## config.mk

```make
export PLATFORM = sky130hd
export DESIGN_NAME = quantum_round_robin_thread_scheduler_unit_flat
export DESIGN_NICKNAME = d
export VERILOG_FILES = /design/src/rtl/qrrts_pkg.sv /design/src/rtl/qrrts_if.sv /design/src/rtl/qrrts_ctrl.sv /design/src/rtl/qrrts_dpath.sv /design/src/rtl/quantum_round_robin_thread_scheduler_unit.sv /design/src/flat_wrapper.sv
export SDC_FILE = /design/constraint.sdc
export NUM_CORES = 1
export LEC_CHECK = 0
export ABC_AREA = 1
export BUFFER_PORTS_ARGS = -buffer_cell sky130_fd_sc_hd__buf_2
export CORE_MARGIN = 3
export CORE_UTILIZATION = 40
export CTS_BUF_LIST = sky130_fd_sc_hd__clkbuf_16
export DETAILED_ROUTE_END_ITERATION = 6
export PLACE_DENSITY = 0.54
export SYNTH_ARGS = -nofsm -noshare
export SYNTH_HDL_FRONTEND = slang
export SYNTH_SLANG_ARGS = --single-unit
```

## constraint.sdc

```tcl
create_clock -name clk -period 2.6 [get_ports clk]
set_clock_uncertainty 0.05 [all_clocks]
set_input_delay 0.26 -clock clk [delete_from_list [all_inputs] [get_ports clk]]
set_output_delay 0.26 -clock clk [all_outputs]
set_load 0.01 [all_outputs]
```

## src/rtl/qrrts_pkg.sv

```systemverilog
`timescale 1ns / 1ps

package qrrts_pkg;

    localparam int MAX_THREADS_DEF  = 16;
    localparam int QUANTUM_BITS_DEF = 8;
    localparam int QRESET_DEF       = 10;

    localparam int ACTION_W = 3;
    localparam int ID_W     = 4;
    localparam int CFG_W    = 8;

    localparam logic [ACTION_W-1:0] ACT_TICK     = 3'd0;
    localparam logic [ACTION_W-1:0] ACT_CREATE   = 3'd1;
    localparam logic [ACTION_W-1:0] ACT_STOP     = 3'd2;
    localparam logic [ACTION_W-1:0] ACT_CONTINUE = 3'd3;
    localparam logic [ACTION_W-1:0] ACT_KILL     = 3'd4;

    // controller to datapath, at most one phase per cycle
    typedef struct packed {
        logic latch;
        logic dec;
        logic exe;
        logic cut;
        logic pop;
        logic pop_id;
        logic pop_chk;
        logic done;
    } cmd_t;

    // datapath to controller
    typedef struct packed {
        logic op_bad;
        logic tick_idle;
        logic need_cut;
        logic need_pop;
        logic ring_empty;
        logic pop_hit;
        logic out_free;
    } sts_t;

endpackage

```

## src/rtl/qrrts_if.sv

```systemverilog
`timescale 1ns / 1ps

interface qrrts_evt_if;
    logic                              valid;
    logic                              ready;
    logic [qrrts_pkg::ACTION_W-1:0]    action;
    logic [qrrts_pkg::ID_W-1:0]        thread_id;
    logic                              responsive;

    modport source (output valid, output action, output thread_id, output responsive,
                    input ready);
    modport sink (input valid, input action, input thread_id, input responsive,
                  output ready);
endinterface

interface qrrts_res_if;
    logic                              valid;
    logic                              ready;
    logic [qrrts_pkg::ID_W-1:0]        running_id;
    logic                              idle_running;
    logic                              switched;
    logic                              accepted;

    modport source (output valid, output running_id, output idle_running, output switched,
                    output accepted, input ready);
    modport sink (input valid, input running_id, input idle_running, input switched,
                  input accepted, output ready);
endinterface

```

## src/rtl/qrrts_ctrl.sv

```systemverilog
`timescale 1ns / 1ps

module qrrts_ctrl
(
    input  logic            clk,
    input  logic            rst_n,
    input  logic            in_valid,
    output logic            in_ready,
    input  qrrts_pkg::sts_t sts,
    output qrrts_pkg::cmd_t cmd
);

    localparam logic [2:0] S_IDLE    = 3'd0;
    localparam logic [2:0] S_DEC     = 3'd1;
    localparam logic [2:0] S_EXE     = 3'd2;
    localparam logic [2:0] S_CUT     = 3'd3;
    localparam logic [2:0] S_POP     = 3'd4;
    localparam logic [2:0] S_POP_ID  = 3'd5;
    localparam logic [2:0] S_POP_CHK = 3'd6;
    localparam logic [2:0] S_DONE    = 3'd7;

    logic [2:0] state_reg;
    logic [2:0] state_next;

    always_comb
    begin
        state_next = state_reg;
        cmd        = '0;
        in_ready   = 1'b0;
        case (state_reg)
            S_IDLE:
            begin
                in_ready  = 1'b1;
                cmd.latch = in_valid;
                if (in_valid)
                begin
                    state_next = S_DEC;
                end
            end
            S_DEC:
            begin
                cmd.dec = 1'b1;
                if (sts.op_bad)
                begin
                    state_next = S_DONE;
                end
                else if (sts.tick_idle)
                begin
                    state_next = S_POP;
                end
                else
                begin
                    state_next = S_EXE;
                end
            end
            S_EXE:
            begin
                cmd.exe = 1'b1;
                if (sts.need_cut)
                begin
                    state_next = S_CUT;
                end
                else if (sts.need_pop)
                begin
                    state_next = S_POP;
                end
                else
                begin
                    state_next = S_DONE;
                end
            end
            S_CUT:
            begin
                cmd.cut    = 1'b1;
                state_next = S_DONE;
            end
            S_POP:
            begin
                cmd.pop    = 1'b1;
                state_next = sts.ring_empty ? S_DONE : S_POP_ID;
            end
            S_POP_ID:
            begin
                cmd.pop_id = 1'b1;
                state_next = S_POP_CHK;
            end
            S_POP_CHK:
            begin
                cmd.pop_chk = 1'b1;
                state_next  = sts.pop_hit ? S_DONE : S_POP;
            end
            S_DONE:
            begin
                cmd.done = 1'b1;
                if (sts.out_free)
                begin
                    state_next = S_IDLE;
                end
            end
            default:
            begin
                state_next = S_IDLE;
            end
        endcase
    end

    always_ff @(posedge clk or negedge rst_n)
    begin
        if (!rst_n)
        begin
            state_reg <= S_IDLE;
        end
        else
        begin
            state_reg <= state_next;
        end
    end

    a_cut_then_done: assert property (@(posedge clk) disable iff (!rst_n)
        state_reg == S_CUT |=> state_reg == S_DONE)
        else $error("cut phase not followed by result");

    a_pop_id_then_chk: assert property (@(posedge clk) disable iff (!rst_n)
        state_reg == S_POP_ID |=> state_reg == S_POP_CHK)
        else $error("pop lookup broken");

    a_done_waits: assert property (@(posedge clk) disable iff (!rst_n)
        state_reg == S_DONE && !sts.out_free |=> state_reg == S_DONE)
        else $error("result dropped while output busy");

endmodule

```

## src/rtl/qrrts_dpath.sv

```systemverilog
`timescale 1ns / 1ps

module qrrts_dpath
#(
    parameter int MAX_THREADS  = qrrts_pkg::MAX_THREADS_DEF,
    parameter int QUANTUM_BITS = qrrts_pkg::QUANTUM_BITS_DEF
)
(
    input  logic                            clk,
    input  logic                            rst_n,
    input  qrrts_pkg::cmd_t                 cmd,
    output qrrts_pkg::sts_t                 sts,
    input  logic [QUANTUM_BITS-1:0]         qreset,
    input  logic [qrrts_pkg::ACTION_W-1:0]  action,
    input  logic [qrrts_pkg::ID_W-1:0]      thread_id,
    input  logic                            responsive,
    input  logic                            out_ready,
    output logic                            out_valid,
    output logic [qrrts_pkg::ID_W-1:0]      running_id,
    output logic                            idle_running,
    output logic                            switched,
    output logic                            accepted
);

    localparam int TW = (MAX_THREADS > 1) ? $clog2(MAX_THREADS) : 1;
    localparam int CW = $clog2(MAX_THREADS + 1);
    localparam int QB = QUANTUM_BITS;

    localparam logic [qrrts_pkg::ACTION_W-1:0] ACT_TICK     = qrrts_pkg::ACT_TICK;
    localparam logic [qrrts_pkg::ACTION_W-1:0] ACT_CREATE   = qrrts_pkg::ACT_CREATE;
    localparam logic [qrrts_pkg::ACTION_W-1:0] ACT_STOP     = qrrts_pkg::ACT_STOP;
    localparam logic [qrrts_pkg::ACTION_W-1:0] ACT_CONTINUE = qrrts_pkg::ACT_CONTINUE;
    localparam logic [qrrts_pkg::ACTION_W-1:0] ACT_KILL     = qrrts_pkg::ACT_KILL;

    localparam logic [2:0] ST_UNUSED     = 3'd0;
    localparam logic [2:0] ST_READY      = 3'd1;
    localparam logic [2:0] ST_RUNNING    = 3'd2;
    localparam logic [2:0] ST_SUSPENDED  = 3'd3;
    localparam logic [2:0] ST_TERMINATED = 3'd4;

    typedef struct packed {
        logic [2:0] status;
        logic       resp;
    } tent_t;

    // latched item
    logic [qrrts_pkg::ACTION_W-1:0] act_reg;
    logic [qrrts_pkg::ID_W-1:0]     tid_reg;
    logic                           resp_reg;
    logic                           prev_idle_reg;
    logic [TW-1:0]                  prev_id_reg;
    logic                           acc_reg;
    logic                           acc_next;

    logic [TW-1:0]                  cur_reg;
    logic [TW-1:0]                  cur_next;
    logic                           cur_idle_reg;
    logic                           cur_idle_next;
    logic [TW-1:0]                  head_reg;
    logic [TW-1:0]                  head_next;
    logic [CW-1:0]                  count_reg;
    logic [CW-1:0]                  count_next;
    logic [MAX_THREADS-1:0]         queued_reg;
    logic [MAX_THREADS-1:0]         queued_next;

    // thread table: status and responsive mark, quantum, each with valid flops
    tent_t                          smem [MAX_THREADS];
    logic [MAX_THREADS-1:0]         svalid_reg;
    tent_t                          s_rd_reg;
    logic                           s_rv_reg;
    logic [QB-1:0]                  qmem [MAX_THREADS];
    logic [MAX_THREADS-1:0]         qvalid_reg;
    logic [QB-1:0]                  q_rd_reg;
    logic                           q_rv_reg;
    logic [TW-1:0]                  ring_mem [MAX_THREADS];
    logic [TW-1:0]                  ring_rd_reg;

    logic                           out_valid_reg;
    logic                           out_valid_next;
    logic [qrrts_pkg::ID_W-1:0]     out_id_reg;
    logic                           out_idle_reg;
    logic                           out_sw_reg;
    logic                           out_acc_reg;

    logic                           tid_ok;
    logic [TW-1:0]                  tid_idx;
    logic [TW-1:0]                  tgt;
    logic [2:0]                     st_t;
    logic                           resp_t;
    logic [QB-1:0]                  q_t;
    logic                           live;
    logic                           is_cur;
    logic                           pop_hit;

    logic                           s_we;
    logic [TW-1:0]                  s_wa;
    tent_t                          s_wd;
    logic [TW-1:0]                  s_ra;
    logic                           q_we;
    logic [TW-1:0]                  q_wa;
    logic [QB-1:0]                  q_wd;
    logic                           push_t;
    logic                           push_h;
    logic                           push_ok;
    logic                           need_pop;
    logic                           need_cut;
    logic                           acc_set;
    logic [CW:0]                    tail_sum;
    logic [TW-1:0]                  tail_pos;
    logic [TW-1:0]                  head_dec;
    logic [TW-1:0]                  head_inc;

    assign tid_ok  = {28'd0, tid_reg} < 32'(MAX_THREADS);
    assign tid_idx = TW'(tid_reg);
    assign tgt     = (act_reg == ACT_TICK) ? cur_reg : tid_idx;
    assign st_t    = s_rv_reg ? s_rd_reg.status : ST_UNUSED;
    assign resp_t  = s_rv_reg & s_rd_reg.resp;
    assign q_t     = q_rv_reg ? q_rd_reg : '0;
    assign live    = (st_t != ST_UNUSED) && (st_t != ST_TERMINATED);
    assign is_cur  = !cur_idle_reg && (cur_reg == tid_idx);
    assign pop_hit = s_rv_reg && (s_rd_reg.status == ST_READY);
    assign push_ok = !queued_reg[tgt] && (count_reg < CW'(MAX_THREADS));

    assign tail_sum = (CW+1)'(head_reg) + (CW+1)'(count_reg);
    assign tail_pos = (tail_sum >= (CW+1)'(MAX_THREADS))
                    ? TW'(tail_sum - (CW+1)'(MAX_THREADS)) : TW'(tail_sum);
    assign head_dec = (head_reg == '0) ? TW'(MAX_THREADS - 1) : head_reg - TW'(1);
    assign head_inc = (head_reg == TW'(MAX_THREADS - 1)) ? '0 : head_reg + TW'(1);

    // item execution
    always_comb
    begin
        s_we     = 1'b0;
        s_wd     = '{status: ST_READY, resp: resp_t};
        q_we     = 1'b0;
        q_wd     = qreset;
        push_t   = 1'b0;
        push_h   = 1'b0;
        need_pop = 1'b0;
        need_cut = 1'b0;
        acc_set  = 1'b0;
        case (act_reg)
            ACT_TICK:
            begin
                q_we = 1'b1;
                if (q_t <= QB'(1))
                begin
                    s_we     = 1'b1;
                    push_t   = 1'b1;
                    need_pop = 1'b1;
                end
                else
                begin
                    q_wd = q_t - QB'(1);
                end
            end
            ACT_CREATE:
            begin
                if (!live)
                begin
                    acc_set = 1'b1;
                    s_we    = 1'b1;
                    s_wd    = '{status: ST_READY, resp: resp_reg};
                    q_we    = 1'b1;
                    push_t  = 1'b1;
                end
            end
            ACT_STOP:
            begin
                if (live)
                begin
                    acc_set  = 1'b1;
                    s_we     = 1'b1;
                    s_wd     = '{status: ST_SUSPENDED, resp: resp_t};
                    q_we     = 1'b1;
                    need_pop = is_cur;
                end
            end
            ACT_CONTINUE:
            begin
                if (live)
                begin
                    acc_set = 1'b1;
                    q_we    = 1'b1;
                    if (!is_cur)
                    begin
                        s_we = 1'b1;
                        if (resp_t)
                        begin
                            push_h   = 1'b1;
                            need_cut = !cur_idle_reg;
                        end
                        else
                        begin
                            push_t = 1'b1;
                        end
                    end
                end
            end
            ACT_KILL:
            begin
                if (live)
                begin
                    acc_set  = 1'b1;
                    s_we     = 1'b1;
                    s_wd     = '{status: ST_TERMINATED, resp: resp_t};
                    need_pop = is_cur;
                end
            end
            default:
            begin
                acc_set = 1'b0;
            end
        endcase

        s_we = s_we && cmd.exe;
        q_we = q_we && cmd.exe;
        if (cmd.pop_chk)
        begin
            s_we = pop_hit;
            s_wd = '{status: ST_RUNNING, resp: s_rd_reg.resp};
        end
        if (cmd.cut)
        begin
            q_we = 1'b1;
            q_wd = QB'(1);
        end
    end

    assign s_wa = cmd.pop_chk ? ring_rd_reg : tgt;
    assign s_ra = cmd.pop_id ? ring_rd_reg : tgt;
    assign q_wa = cmd.cut ? cur_reg : tgt;

    // control state next values
    always_comb
    begin
        acc_next      = acc_reg;
        cur_next      = cur_reg;
        cur_idle_next = cur_idle_reg;
        head_next     = head_reg;
        count_next    = count_reg;
        queued_next   = queued_reg;
        if (cmd.latch)
        begin
            acc_next = (action == ACT_TICK);
        end
        if (cmd.exe)
        begin
            if (acc_set)
            begin
                acc_next = 1'b1;
            end
            if ((push_t || push_h) && push_ok)
            begin
                count_next       = count_reg + CW'(1);
                queued_next[tgt] = 1'b1;
                if (push_h)
                begin
                    head_next = head_dec;
                end
            end
        end
        if (cmd.pop)
        begin
            if (count_reg == '0)
            begin
                cur_idle_next = 1'b1;
            end
            else
            begin
                head_next  = head_inc;
                count_next = count_reg - CW'(1);
            end
        end
        if (cmd.pop_id)
        begin
            queued_next[ring_rd_reg] = 1'b0;
        end
        if (cmd.pop_chk && pop_hit)
        begin
            cur_next      = ring_rd_reg;
            cur_idle_next = 1'b0;
        end
    end

    assign out_valid_next = (cmd.done && sts.out_free) ? 1'b1
                          : (out_ready ? 1'b0 : out_valid_reg);

    always_ff @(posedge clk or negedge rst_n)
    begin
        if (!rst_n)
        begin
            acc_reg       <= 1'b0;
            cur_reg       <= '0;
            cur_idle_reg  <= 1'b1;
            head_reg      <= '0;
            count_reg     <= '0;
            queued_reg    <= '0;
            svalid_reg    <= '0;
            qvalid_reg    <= '0;
            s_rv_reg      <= 1'b0;
            q_rv_reg      <= 1'b0;
            out_valid_reg <= 1'b0;
        end
        else
        begin
            acc_reg       <= acc_next;
            cur_reg       <= cur_next;
            cur_idle_reg  <= cur_idle_next;
            head_reg      <= head_next;
            count_reg     <= count_next;
            queued_reg    <= queued_next;
            out_valid_reg <= out_valid_next;
            if (s_we)
            begin
                svalid_reg[s_wa] <= 1'b1;
            end
            if (q_we)
            begin
                qvalid_reg[q_wa] <= 1'b1;
            end
            if (cmd.dec || cmd.pop_id)
            begin
                s_rv_reg <= svalid_reg[s_ra];
            end
            if (cmd.dec)
            begin
                q_rv_reg <= qvalid_reg[tgt];
            end
        end
    end

    always_ff @(posedge clk)
    begin
        if (s_we)
        begin
            smem[s_wa] <= s_wd;
        end
        if (cmd.dec || cmd.pop_id)
        begin
            s_rd_reg <= smem[s_ra];
        end
    end

    always_ff @(posedge clk)
    begin
        if (q_we)
        begin
            qmem[q_wa] <= q_wd;
        end
        if (cmd.dec)
        begin
            q_rd_reg <= qmem[tgt];
        end
    end

    always_ff @(posedge clk)
    begin
        if (cmd.exe && push_ok && push_t)
        begin
            ring_mem[tail_pos] <= tgt;
        end
        else if (cmd.exe && push_ok && push_h)
        begin
            ring_mem[head_dec] <= tgt;
        end
        if (cmd.pop && (count_reg != '0))
        begin
            ring_rd_reg <= ring_mem[head_reg];
        end
    end

    always_ff @(posedge clk)
    begin
        if (cmd.latch)
        begin
            act_reg       <= action;
            tid_reg       <= thread_id;
            resp_reg      <= responsive;
            prev_idle_reg <= cur_idle_reg;
            prev_id_reg   <= cur_reg;
        end
        if (cmd.done && sts.out_free)
        begin
            out_id_reg   <= cur_idle_reg ? '0 : qrrts_pkg::ID_W'(cur_reg);
            out_idle_reg <= cur_idle_reg;
            out_sw_reg   <= (cur_idle_reg != prev_idle_reg)
                         || (!cur_idle_reg && (cur_reg != prev_id_reg));
            out_acc_reg  <= acc_reg;
        end
    end

    assign sts.op_bad     = (act_reg > ACT_KILL) || ((act_reg != ACT_TICK) && !tid_ok);
    assign sts.tick_idle  = (act_reg == ACT_TICK) && cur_idle_reg;
    assign sts.need_cut   = need_cut;
    assign sts.need_pop   = need_pop;
    assign sts.ring_empty = (count_reg == '0);
    assign sts.pop_hit    = pop_hit;
    assign sts.out_free   = !out_valid_reg || out_ready;

    assign out_valid    = out_valid_reg;
    assign running_id   = out_id_reg;
    assign idle_running = out_idle_reg;
    assign switched     = out_sw_reg;
    assign accepted     = out_acc_reg;

    // the popped entry keeps its mark until the lookup cycle
    a_queued_matches_count: assert property (@(posedge clk) disable iff (!rst_n)
        $countones(queued_reg) == int'(count_reg) + int'(cmd.pop_id))
        else $error("queued marks disagree with ring count");

    a_head_in_range: assert property (@(posedge clk) disable iff (!rst_n)
        (32'(head_reg) < 32'(MAX_THREADS)) && (32'(count_reg) <= 32'(MAX_THREADS)))
        else $error("ring pointer out of range");

    a_pop_hit_runs: assert property (@(posedge clk) disable iff (!rst_n)
        cmd.pop_chk && pop_hit |=> !cur_idle_reg && cur_reg == $past(ring_rd_reg))
        else $error("popped ready thread not running");

    a_push_counts: assert property (@(posedge clk) disable iff (!rst_n)
        cmd.exe && (push_t || push_h) && push_ok |=> count_reg == $past(count_reg) + CW'(1))
        else $error("push lost");

endmodule

```

## src/rtl/quantum_round_robin_thread_scheduler_unit.sv

```systemverilog
`timescale 1ns / 1ps
// channel  dir  handshake      payload
// evt      in   valid/ready    action, thread_id, responsive
// res      out  valid/ready    running_id, idle_running, switched, accepted
// apb      in   psel/penable   quantum_reset at byte address 0
//
// one item at a time: accept, decode/table read, execute, result
// a responsive continue that cuts the running quantum adds a cut step before the result
// a reschedule adds pop, lookup and check steps per ring entry examined, plus a pop when the ring runs empty
// a tick while idle skips the execute cycle and goes straight to the reschedule
// asynchronous active-low reset; thread table valid flops clear at once, no sweep
// a new item is taken while a result waits in the output register

module quantum_round_robin_thread_scheduler_unit
#(
    parameter int MAX_THREADS  = qrrts_pkg::MAX_THREADS_DEF,
    parameter int QUANTUM_BITS = qrrts_pkg::QUANTUM_BITS_DEF
)
(
    input  logic         clk,
    input  logic         rst_n,
    qrrts_evt_if.sink    evt,
    qrrts_res_if.source  res,
    input  logic         psel,
    input  logic         penable,
    input  logic         pwrite,
    input  logic [2:0]   paddr,
    input  logic [31:0]  pwdata,
    output logic [31:0]  prdata,
    output logic         pready
);

    qrrts_pkg::cmd_t           cmd;
    qrrts_pkg::sts_t           sts;
    logic [QUANTUM_BITS-1:0]   qreset_reg;
    logic [QUANTUM_BITS-1:0]   qreset_next;
    logic                      cfg_wr;

    assign pready = 1'b1;
    assign cfg_wr = psel && penable && pwrite && (paddr[2] == 1'b0);
    assign qreset_next = cfg_wr ? QUANTUM_BITS'(pwdata[qrrts_pkg::CFG_W-1:0]) : qreset_reg;
    assign prdata = (paddr[2] == 1'b0) ? 32'(qreset_reg) : '0;

    always_ff @(posedge clk or negedge rst_n)
    begin
        if (!rst_n)
        begin
            qreset_reg <= QUANTUM_BITS'(qrrts_pkg::QRESET_DEF);
        end
        else
        begin
            qreset_reg <= qreset_next;
        end
    end

    qrrts_ctrl u_ctrl
    (
        .clk      (clk),
        .rst_n    (rst_n),
        .in_valid (evt.valid),
        .in_ready (evt.ready),
        .sts      (sts),
        .cmd      (cmd)
    );

    qrrts_dpath
    #(
        .MAX_THREADS  (MAX_THREADS),
        .QUANTUM_BITS (QUANTUM_BITS)
    )
    u_dpath
    (
        .clk          (clk),
        .rst_n        (rst_n),
        .cmd          (cmd),
        .sts          (sts),
        .qreset       (qreset_reg),
        .action       (evt.action),
        .thread_id    (evt.thread_id),
        .responsive   (evt.responsive),
        .out_ready    (res.ready),
        .out_valid    (res.valid),
        .running_id   (res.running_id),
        .idle_running (res.idle_running),
        .switched     (res.switched),
        .accepted     (res.accepted)
    );

endmodule
```

## src/flat_wrapper.sv

```systemverilog
// flat-port wrapper written by rule: the top's interface ports become plain ports
module quantum_round_robin_thread_scheduler_unit_flat 
#(
    parameter int MAX_THREADS  = qrrts_pkg::MAX_THREADS_DEF,
    parameter int QUANTUM_BITS = qrrts_pkg::QUANTUM_BITS_DEF
)
  (clk, rst_n, psel, penable, pwrite, paddr, pwdata, prdata, pready, evt_valid, evt_action, evt_thread_id, evt_responsive, evt_ready, res_valid, res_running_id, res_idle_running, res_switched, res_accepted, res_ready);
  qrrts_evt_if evt_i ();
  qrrts_res_if res_i ();
  input  logic clk;
  input  logic rst_n;
  input  logic psel;
  input  logic penable;
  input  logic pwrite;
  input  logic [2:0] paddr;
  input  logic [31:0] pwdata;
  output logic [31:0] prdata;
  output logic pready;
  input wire logic [$bits(evt_i.valid)-1:0] evt_valid;
  input wire logic [$bits(evt_i.action)-1:0] evt_action;
  input wire logic [$bits(evt_i.thread_id)-1:0] evt_thread_id;
  input wire logic [$bits(evt_i.responsive)-1:0] evt_responsive;
  output wire logic [$bits(evt_i.ready)-1:0] evt_ready;
  output wire logic [$bits(res_i.valid)-1:0] res_valid;
  output wire logic [$bits(res_i.running_id)-1:0] res_running_id;
  output wire logic [$bits(res_i.idle_running)-1:0] res_idle_running;
  output wire logic [$bits(res_i.switched)-1:0] res_switched;
  output wire logic [$bits(res_i.accepted)-1:0] res_accepted;
  input wire logic [$bits(res_i.ready)-1:0] res_ready;
  assign evt_i.valid = evt_valid;
  assign evt_i.action = evt_action;
  assign evt_i.thread_id = evt_thread_id;
  assign evt_i.responsive = evt_responsive;
  assign evt_ready = evt_i.ready;
  assign res_valid = res_i.valid;
  assign res_running_id = res_i.running_id;
  assign res_idle_running = res_i.idle_running;
  assign res_switched = res_i.switched;
  assign res_accepted = res_i.accepted;
  assign res_i.ready = res_ready;
  quantum_round_robin_thread_scheduler_unit #(.MAX_THREADS(MAX_THREADS), .QUANTUM_BITS(QUANTUM_BITS)) u_core (.clk(clk), .rst_n(rst_n), .evt(evt_i), .res(res_i), .psel(psel), .penable(penable), .pwrite(pwrite), .paddr(paddr), .pwdata(pwdata), .prdata(prdata), .pready(pready));
endmodule
```

# After elaboration in Yosys (flattened, before gate mapping)
# Memory sizes are Yosys's and may differ from the RTL's. A register that Yosys moved wholly into a read port is not among the register bits.
# Index checks and enable logic that the tools add are counted.
[totals]
reg_bits = 97
ramBits = 256
out_inout_bits = 42
memories = 3
[memory_table]
columns = ["memory", "words", "width", "read_ports", "rd_ports_with_merged_regs", "write_ports", "line_no", "source"]
rows = [
  ["u_core.u_dpath.qmem", 16, 8, 1, 1, 1, "qrrts_dpath.sv:71", "logic [QB-1:0] qmem [MAX_THREADS];"],
  ["u_core.u_dpath.ring_mem", 16, 4, 1, 1, 1, "qrrts_dpath.sv:75", "logic [TW-1:0] ring_mem [MAX_THREADS];"],
  ["u_core.u_dpath.smem", 16, 4, 1, 1, 1, "qrrts_dpath.sv:67", "tent_t smem [MAX_THREADS];"],
]
[op_classes]
n_addsub = 7
order_cmp = 13
n_eq_ne = 19
mux = 106
bitwise = 7
reduce_logical = 45
[ops]
columns = ["op", "count"]
rows = [
  ["two-way mux 4 bit", 16],
  ["two-way mux 1 bit", 54],
  ["two-way mux 16 bit", 3],
  ["OR 16 bit", 3],
  ["two-way mux 8 bit", 5],
  ["less-than comparator 4 x 5 -> 1 bit (second input constant)", 5],
  ["one-hot mux 3 bit (8 select lines)", 1],
  ["logical AND 1 bit", 22],
  ["two-way mux 3 bit", 7],
  ["two-way mux 5 bit", 4],
  ["bitwise AND 16 bit", 1],
  ["demux 1 bit (select 4 bit)", 4],
  [">= comparator 4 x 1 -> 1 bit (second input constant)", 4],
  ["inverter 16 bit", 1],
  ["equality test 3 bit (second input constant)", 5],
  ["binary-select mux 1 bit (select 4 bit)", 3],
  ["equality test 3 x 2 -> 1 bit (second input constant)", 4],
  ["one-hot mux 4 bit (3 select lines)", 1],
  ["equality test 3 x 1 -> 1 bit (second input constant)", 3],
  ["zero test 3 bit", 3],
  ["<= comparator 8 x 1 -> 1 bit (second input constant)", 1],
  ["subtractor 4 x 1 -> 4 bit (second input constant)", 2],
  ["subtractor 8 x 1 -> 8 bit (second input constant)", 1],
  ["adder 4 x 5 -> 6 bit", 1],
  ["other kinds (30)", 43],
]

# Depth between registers and ports, before layout
# Gate-level depths: netlist of run 1.
[logic_depth]
ltp_word = 13
ltp_mapped = 18
mapped_depth_nobuf = 17

# Hierarchy
# Synthesis of run 1 repeated with hierarchy kept, for this count alone.
[unflattened]
hier_cells = 1443
area_unflattened_um2 = 16231.8
[by_module_without_submodules]
columns = ["module", "instances", "cells_per_inst", "area_per_inst_um2"]
rows = [
  ["qrrts_dpath", 1, 1315, 15351.0],
  ["quantum_round_robin_thread_scheduler_unit", 1, 81, 611.8],
  ["qrrts_ctrl", 1, 47, 269.0],
]

# Least setup slack after synthesis of run 1
# No wires, ideal clock.
[synth_timing]
path_kind = "reg2reg"
start = "reg u_core.u_dpath.act_reg[1] (netlist bit)"
end = "mem u_core.u_dpath.ring_mem[0][0] (netlist bit), enable pin"
arrival_ps = 2303
t_required_ps = 2221
setup_slack_ps = -83
path_stages_with_launch = 16
path_buffers = 2
cell_sequence = "edfxtp_1 nor2_4 nand2_4 buf_6 o21ai_4 inv_2 nor2_2 nand2_1 nand2_1 inv_2 nand3_4 buf_6 nor2_2 nor2_4 nand2_2 nor2_1"
[synth_between]
elab_chain_cells = 13
elab_cells_between_ends = 21
cone_classes = "eq/ne: 2; mux: 12; reduce/logical: 7"
[synth_lines]
columns = ["element", "line_no", "source"]
rows = [
  ["start: declaration", "qrrts_dpath.sv:47", "logic [qrrts_pkg::ACTION_W-1:0] act_reg;"],
  ["start signal: assignment", "qrrts_dpath.sv:377", "act_reg <= action;"],
  ["zero test 3 bit *", "qrrts_dpath.sv:115", "assign tgt = (act_reg == ACT_TICK) ? cur_reg : tid_idx;"],
  ["two-way mux 4 bit *", "qrrts_dpath.sv:115", ""],
  ["named net u_core.u_dpath.tgt[2]", "qrrts_dpath.sv:87", "logic [TW-1:0] tgt;"],
  ["binary-select mux 1 bit (select 4 bit) *", "qrrts_dpath.sv:122", "assign push_ok = !queued_reg[tgt] && (count_reg < CW'(MAX_THREADS));"],
  ["two-way mux 1 bit (implied by the code) *", "qrrts_dpath.sv:122", ""],
  ["zero test 1 bit *", "qrrts_dpath.sv:122", ""],
  ["logical AND 1 bit *", "qrrts_dpath.sv:122", ""],
  ["logical AND 1 bit *", "qrrts_dpath.sv:359, qrrts_dpath.sv:363", ""],
  ["logical AND 1 bit", "qrrts_dpath.sv:363", "else if (cmd.exe && push_ok && push_h)"],
  ["two-way mux 1 bit", "qrrts_dpath.sv:363", ""],
  ["two-way mux 1 bit", "qrrts_dpath.sv:359", "if (cmd.exe && push_ok && push_t)"],
  ["two-way mux 1 bit (implied by the code)", "qrrts_dpath.sv:365", "ring_mem[head_dec] <= tgt;"],
  ["OR reduction 4 bit (no source line)", "-", ""],
  ["two-way mux 4 bit (no source line) / two-way mux 1 bit (equally long branches)", "-", ""],
  ["end: declaration", "qrrts_dpath.sv:75", ""],
]
# The timed path passes the listed nets; every way through them passes the cells marked *. The select of a mux whose other input is x is not followed.

# Final worst setup path of run 1
[layout_timing]
start = "reg u_core.u_dpath.act_reg[0] (netlist bit)"
end = "mem u_core.u_dpath.ring_mem[12][1] (netlist bit), enable pin"
# Same word-level chain as after synthesis.

==> out/results.txt, run 1 <==
The logs give 0 for the number of nets with antenna violations after routing and 0.01070 mm^2 for the flip-flop and latch area. The run gives 51.98% as the max-slew headroom at the worst pin. The setup path with the least slack is of type reg -> reg. The detailed router finished its first iteration with 840 violations. The worst hold path terminates at u_core.u_dpath.acc_reg. The floorplan has 73 rows.

In the synthesized netlist, the cells that appear most often are sky130_fd_sc_hd__edfxtp_1, sky130_fd_sc_hd__nand2_1, sky130_fd_sc_hd__nor2_1, sky130_fd_sc_hd__o21ai_0, sky130_fd_sc_hd__inv_1. Number of maximum-capacitance constraint violations: 0. Measured on the finished design, the core utilization comes to 50.87%.

Setup repair after global routing could not meet its margin everywhere. The clock passes through at most 3 buffers. The startpoint identified for the worst register-to-register timing path is u_core.u_dpath.act_reg[0].

The flip-flop count of the largest register after layout is 128. In the post-synthesis netlist, the cell with the most instances is sky130_fd_sc_hd__edfxtp_1. TritonCTS built the clock tree.

The path class of the lowest-slack min-delay path is in -> reg. The first detailed-routing pass took 5 iterations. Buffers placed on the I/O ports in this run total 40. The power density relative to cell area works out to 1059 mW/mm^2. For the worst setup path, the data required time is 2.83 ns. The synthesized instance count was 1465; the wire length of the first global-routing pass was 65740 um.

The H-tree depth came out at 2. The post-placement cell area is 0.01812 mm^2. The register with the most flip-flops was u_core.u_dpath.qmem. The startpoint identified for the worst hold timing path is evt_valid.

The tools report the end of the worst register-to-register path as u_core.u_dpath.ring_mem[12][1]. The critical path goes through nor2_4, buf_12, nand2_8, o21ai_4, inv_6, nand2_2, nand2_1, nand2_1, nand2_2, nor2_4, nand3_4, buf_6, o21ai_4, nand3_4, nor2_2, buf_6. Counting both buffers and inverters, the worst setup path holds a total of 4. Counting instances, the worst hold path has a depth of 4.

The total wire length after detailed routing is 41780 um. In this run, synthesis inferred 292 flip-flops with an integrated enable. The floorplan step set the die width to 207.0 um.

Of all flip-flops after synthesis, the portion carrying an async set or reset was 20.87%. The highest ir drop seen on vdd was 0.6457 mV. The setup violation total in the final timing report was 48. The critical path arrival is 2.90 ns. The category of the worst setup path launch point was a register. The area growth from synthesis to final layout was 25.32%; the number of buffers inserted during clock tree synthesis was 40.

The die is 207.0 um tall. Clock-pin slew was measured on the worst setup and hold paths at 0.06 ns. For this design, the slowest cell found on the critical path is sky130_fd_sc_hd__edfxtp_1. The number of flip-flops and latches in the synthesized netlist works out to 369. The run gives 369 as the number of clock sinks. The initial antenna violation count was 0.

The post-detailed-route wirelength per cell is 18.61 um, and the timing-limited maximum frequency is 374.9 MHz. The floorplan step defined a die boundary enclosing 0.04286 mm^2. For the slack of the worst reg-to-reg path, the log shows -0.07 ns. After legalization and detailed placement, the total HPWL measured 28090 um. For this configuration, the core starts out at a cell density of 40.59%. Of all nets on the critical path, the largest fanout is 7.

The flow ran to the end, but the final reports show violations. The number of global-route vias before repair is 11600, and the multi-input logic area is 0.005194 mm^2. The largest net degree at the start of global routing came out at 43. Across every metal layer, demand over resource in global routing totals 19.39%. The tools report the number of library cell types mapped by synthesis as 53.

The post-route cell area came out at 0.02026 mm^2. The dominant synthesized flop cell is sky130_fd_sc_hd__edfxtp_1. Using the TritonRoute via totals, the vias-per-cell ratio works out to 5.159.

For the worst flop-to-flop path, the logic depth is 16. In this run the static leakage power is 7.931 nW. The kind of cell with the highest combined delay along the critical path is simple AND/OR/NAND/NOR gates. The tools report the critical path capture point type as a register. Of the synthesized area, sequential elements account for 66.18%. The run gives -0.06745 ns as the final worst-path setup slack. The final reports fail on negative setup slack. The number of fill cells in the layout is 3534. On the worst path, the slowest cell contributes a delay of 0.42 ns. The proportion of layout cells with a drive suffix above 1 is 24.53%, and the leftover overflow at the end of global routing is 0. After synthesis, the largest area contributor takes up 54.24% of total cell area. After synthesis, the cell types taking the most area are sky130_fd_sc_hd__edfxtp_1, sky130_fd_sc_hd__dfrtp_1, sky130_fd_sc_hd__nand2_1, sky130_fd_sc_hd__nor2_1, sky130_fd_sc_hd__o21ai_0. The antenna cell count is 0. The routed layout has 11580 vias.

sky130_fd_sc_hd__edfxtp_1 takes more of the synthesized area than any other cell. The routed design could run at a clock period as short as 2.667 ns. Summing every instance area after synthesis gives 0.01617 mm^2. The tools report the number of design rule violations left after detail routing as 0. The run gives 0 as the count of endpoints failing hold in the final timing report. The average footprint of a synthesized cell was 11.03 um^2; the boundary pin count was 92. CTS placed an instance of sky130_fd_sc_hd__clkbuf_16 at the clock tree root.

The worst-margin pin slew is 0.7185 ns. For this run, the post-layout net count is 1751. The number of max-slew violations in the final report was 0; the clock latency on the worst-skew pair was 0.57 ns. The core region is 0.03982 mm^2. The congestion estimate from routability-driven global placement came to 0.8661. During synthesis, Yosys emitted a total of 0 warnings. The largest registers in the layout are u_core.u_dpath.qmem: 128 flops, u_core.u_dpath.ring_mem: 64 flops, u_core.u_dpath.smem: 64 flops. Hold is met by 0.04923 ns.

The worst setup slack before clock tree synthesis is -0.1803 ns. The worst path uses 102.6% of the clock period.
through the flow:
stage / total power (W) / setup TNS [ns] / cells
final: 0.02145 / -1.785 / 2245
after global routing: 0.02274 / -11.24 / 2245
after CTS: 0.02111 / -0.6118 / 2239
after detailed placement: 0.01514 / -11.33 / 2142
after global placement: 0.01508 / -7.720 / 2142
after floorplan: 0.01215 / -4.741 / 1488
where the power goes:
part | switching, W | internal, W
registers | 0.000433 | 0.00756
clock network | 0.00232 | 0.00321
logic | 0.00511 | 0.00282
cells in the final DEF, fill, tap and decap left out, types with 14 or more instances in the layout:
cell type and n:
sky130_fd_sc_hd__nand4_1 17, sky130_fd_sc_hd__nand2_2 14, sky130_fd_sc_hd__nor2_1 161, sky130_fd_sc_hd__nor2_4 18, sky130_fd_sc_hd__edfxtp_1 292, sky130_fd_sc_hd__dfrtp_1 74, sky130_fd_sc_hd__o22ai_1 24, sky130_fd_sc_hd__o21ai_0 107
sky130_fd_sc_hd__dlygate4sd3_1 18, sky130_fd_sc_hd__nor2_2 19, sky130_fd_sc_hd__conb_1 25, sky130_fd_sc_hd__a21oi_1 31, sky130_fd_sc_hd__buf_2 39, sky130_fd_sc_hd__nand2_1 216, sky130_fd_sc_hd__inv_1 117, sky130_fd_sc_hd__nand3_1 58
sky130_fd_sc_hd__clkbuf_16 40, sky130_fd_sc_hd__a22oi_1 67, sky130_fd_sc_hd__buf_4 160
logic make-up after synthesis:
family          Yosys count  synth area share (%)
xor+xnor                 13                0.7043
buf+inv                 204                 5.534
other cells               2               0.04646
fa+ha+maj                10                0.8205
compound gates          300                 11.52
flops                   369                 66.18
simple gates            567                 15.19
per-layer routing:
| metal | track usage, % | up-vias | share of wire (%) | wire [um] |
|---|---|---|---|---|
| met2 | 30.54 | 283 | 46 | 19320 |
| met1 | 27.96 | 5677 | 47 | 19570 |
| met5 | 0 | - | 0 | 0 |
| met3 | 3.650 | 57 | 5.0 | 2092 |
| met4 | 4.846 | 0 | 1.9 | 789 |
| li1 | - | 5564 | - | - |
worst max path at each step:
stage / startpoint / to / slack (ns) / depth (start not counted)
final: u_core.u_dpath.act_reg[0] / u_core.u_dpath.ring_mem[12][1] / -0.07 / 16
after global routing: u_core.u_dpath.act_reg[0] / u_core.u_dpath.ring_mem[12][0] / -0.21 / 17
after CTS: u_core.u_dpath.act_reg[0] / u_core.u_dpath.ring_mem[14][3] / -0.04 / 16
after detailed placement: u_core.u_dpath.q_rv_reg / u_core.u_dpath.qmem[8][1] / -0.18 / 10
after global placement: u_core.u_dpath.q_rv_reg / u_core.u_dpath.qmem[9][1] / -0.16 / 10
after floorplan: u_core.u_dpath.act_reg[1] / u_core.u_dpath.ring_mem[10][0] / -0.08 / 13
what timing repair did:
| item | 4_1_cts | 5_1_grt |
|---|---|---|
| buffers inserted | 7 | 6 |
| gates resized for setup | 44 | 102 |
| hold buffers | 18 | 0 |
| setup endpoints to repair | 117 | 376 |
| endpoints found under the hold margin | 56 | 0 |
| pin swaps | 11 | 20 |
| cloned | 1 | 0 |
layout make-up:
class                      instances  area share, %
clock buffer                      40          4.941
clock inverter                    31          1.353
inverter                         122          2.347
multi-input combinational        916          25.64
sequential                       369          52.81
tap                              525          3.243
timing repair buffer             242          9.666
worst register-to-register path: cells and delay by family (launching register included):
family / cells / cell delay, ns
flops: 1 / 0.42
simple gates: 10 / 1.03
compound gates: 2 / 0.40
buf+inv: 4 / 0.48
Note: power is estimated with default switching activity, not from simulation.
==> run 2: changes to the inputs <==
Clock period 2.6 ns to 2.15 ns, I/O delays scaled along.
==> out/results.txt, run 2 (synthesized netlist as in run 1, its figures left out) <==
The flow ran to the end, but the final reports show violations. The checks that failed: negative setup slack. For the final worst-path setup slack, the log shows -0.6813 ns.

The run gives 0 as the number of max-slew violations in the final report. Once detail routing completed, the nets flagged for antenna violations numbered 0. The critical path capture point type is a register. The first global-routing pass estimated 66350 um of wire. Dividing the detail-routed via count by the number of cells gives 5.186. The logs give 0 for the count of endpoints failing hold in the final timing report and 0 for the leftover overflow at the end of global routing. Global routing consumed, over all layers together, 19.50% of the routing resources. After the first detailed-routing iteration, the DRC count stood at 913. The net count reported at finish is 1839. For the worst setup path, the data arrival time is 3.02 ns. Measured along the y axis, the die boundary spans 207.0 um. The worst-margin pin slew was 0.6770 ns; the power density relative to cell area was 1279 mW/mm^2. Total power for the finished layout comes to 0.02851 W.

The timing-limited maximum frequency is 353.2 MHz. The width of the die is 207.0 um. The tools report the total wire length after detailed routing as 45320 um.

Cell at the root of the clock tree: sky130_fd_sc_hd__clkbuf_16. For the total negative setup slack, the log shows -141.33 ns. Summed over all cells, the static leakage comes to 8.626 nW. The worst hold path belongs to the class in -> async. Of the available clock period, the critical path in the final layout requires 131.7%. Clock slew at the register clock pins of the worst setup and hold paths: 0.07 ns. After routing the design area is 0.02229 mm^2. The tools report the setup violation total in the final timing report as 401.

The largest net degree at the start of global routing is 40, and the max-slew headroom at the worst pin is 54.39%. The run gives 2 as the H-tree depth. The run gives 0 as the initial antenna violation count.

The library cells used most frequently in the layout, excluding fill and tap cells, are sky130_fd_sc_hd__edfxtp_1, sky130_fd_sc_hd__nand2_1, sky130_fd_sc_hd__buf_4. Once the floorplan was initialized, standard cells occupied 40.59% of the core. Summing all placed instances gives a cell area of 0.01880 mm^2. Counting the buffers created by CTS gives 41. The post-detailed-route wirelength per cell is 19.43 um. Number of clock sinks: 369.

The critical path is of the reg -> reg type. The register with the most flip-flops in the layout has 128 of them. Number of design rule violations left after detail routing: 0. The tool flagged a number of max-cap violations equal to 0.

The number of global-route vias before repair was 11700; the worst path required time was 2.34 ns. Most frequent standard cell in the layout excluding fill and tap cells: sky130_fd_sc_hd__edfxtp_1. TritonCTS built the clock tree. The core region is 0.03982 mm^2.

Setup repair after global routing could not meet its margin everywhere. Relative to the synthesized area, the layout overhead comes to 37.89%. For the via count, the log shows 12100. 0 antenna diodes ended up in the layout.

No sink is reached through more buffers than the 3 on the longest clock path. The die covers 0.04286 mm^2. For the clock latency on the worst-skew pair, the log shows 0.55 ns. Detailed placement finished with a half-perimeter wire length of 29620 um. The number of standard-cell rows in the floorplan was 73. VDD sags by at most 0.8226 mV. Along the worst path, the maximum fanout reaches 6.

At the end of routability-driven placement, the weighted congestion stood at 0.9144. Subtracting the final worst setup slack from the clock period gives 2.831 ns. The total iterations of the first detailed-routing run is 5. Counting flops per register, the top entry is u_core.u_dpath.qmem. In this run the tool buffered the top-level ports with 40 buffer cells. The largest registers in the layout are u_core.u_dpath.qmem: 128 flops, u_core.u_dpath.ring_mem: 64 flops, u_core.u_dpath.smem: 64 flops. In this run the count of I/O pins placed on the die edge is 92. Timing analysis after detailed placement gives a worst setup slack of -0.6364 ns.

The worst setup path is launched from a register. The proportion of layout cells with a drive suffix above 1 is 33.79%.
[run 2: metrics by stage]
stage / hold WS [ns] / util (%) / cells
6_report: 0.1485 / 55.98 / 2333
5_1_grt: 0.2042 / 55.98 / 2333
4_1_cts: 0.1454 / 51.98 / 2279
3_5_place_dp: 0.1906 / 47.21 / 2175
3_3_place_gp: 0.1882 / 47.21 / 2175
2_1_floorplan: -0.1306 / - / 1488
[run 2: what timing repair did]
item,in CTS,in global routing
pin swaps,25,83
gates cloned,0,13
setup endpoints to repair,454,456
hold buffers,19,0
setup buffers,16,45
hold endpoints to repair,53,0
gates resized for setup,82,213
[run 2: power by group]
part,switching (W),internal (W),total (W)
Clock,0.00279,0.00370,0.00650
Sequential,0.000519,0.00915,0.00966
Combinational,0.00737,0.00498,0.0123
Total,0.0107,0.0178,0.0285
[run 2: routing by layer]
layer  vias to the layer above  share of wire, %  GRT usage, %
met1                      5997                46         28.30
met2                       296                47         31.09
met5                         -                 0             0
met3                        55               4.7         2.696
li1                       5750                 -             -
met4                         0               2.1         5.197
[run 2: critical path, cell delays in order, from the launching register on]
cell and delay, ns:
sky130_fd_sc_hd__edfxtp_1 0.44, sky130_fd_sc_hd__nor2_4 0.27, sky130_fd_sc_hd__nand2_8 0.11, sky130_fd_sc_hd__buf_4 0.16, sky130_fd_sc_hd__o21ai_4 0.23, sky130_fd_sc_hd__inv_4 0.08, sky130_fd_sc_hd__nand2_4 0.09, sky130_fd_sc_hd__a21oi_4 0.04
sky130_fd_sc_hd__nor2_4 0.17, sky130_fd_sc_hd__buf_4 0.13, sky130_fd_sc_hd__buf_4 0.09, sky130_fd_sc_hd__nand4_1 0.11, sky130_fd_sc_hd__nand2_2 0.13, sky130_fd_sc_hd__buf_12 0.12, sky130_fd_sc_hd__nand3_4 0.10, sky130_fd_sc_hd__nor2_4 0.19
[run 2: path summary, 6_finish.rpt]
kind                                               start  slack, ns  depth (start not counted)                            end
setup / recovery               u_core.u_dpath.act_reg[1]      -0.68                         15  u_core.u_dpath.ring_mem[4][2]
max in group asynchronous                          rst_n       1.23                          3    u_core.u_dpath.cur_idle_reg
hold / removal                                     rst_n       0.15                          2     u_core.u_dpath.head_reg[1]
min in group clk                                  pwrite       0.23                          3           u_core.qreset_reg[3]
hold reg to reg            u_core.u_dpath.svalid_reg[15]       0.40                          2  u_core.u_dpath.svalid_reg[15]
setup reg to reg               u_core.u_dpath.act_reg[1]      -0.68                         15  u_core.u_dpath.ring_mem[4][2]
[run 2: cell type report]
cell class                 instances  area [um^2]
inverter                         122        495.5
tap                              525        656.9
clock buffer                      41         1026
timing repair buffer             328         3183
multi-input combinational        916         6025
sequential                       369        10700
timing repair inverter             1        6.256
fill                            3384        17530
clock inverter                    31        198.9
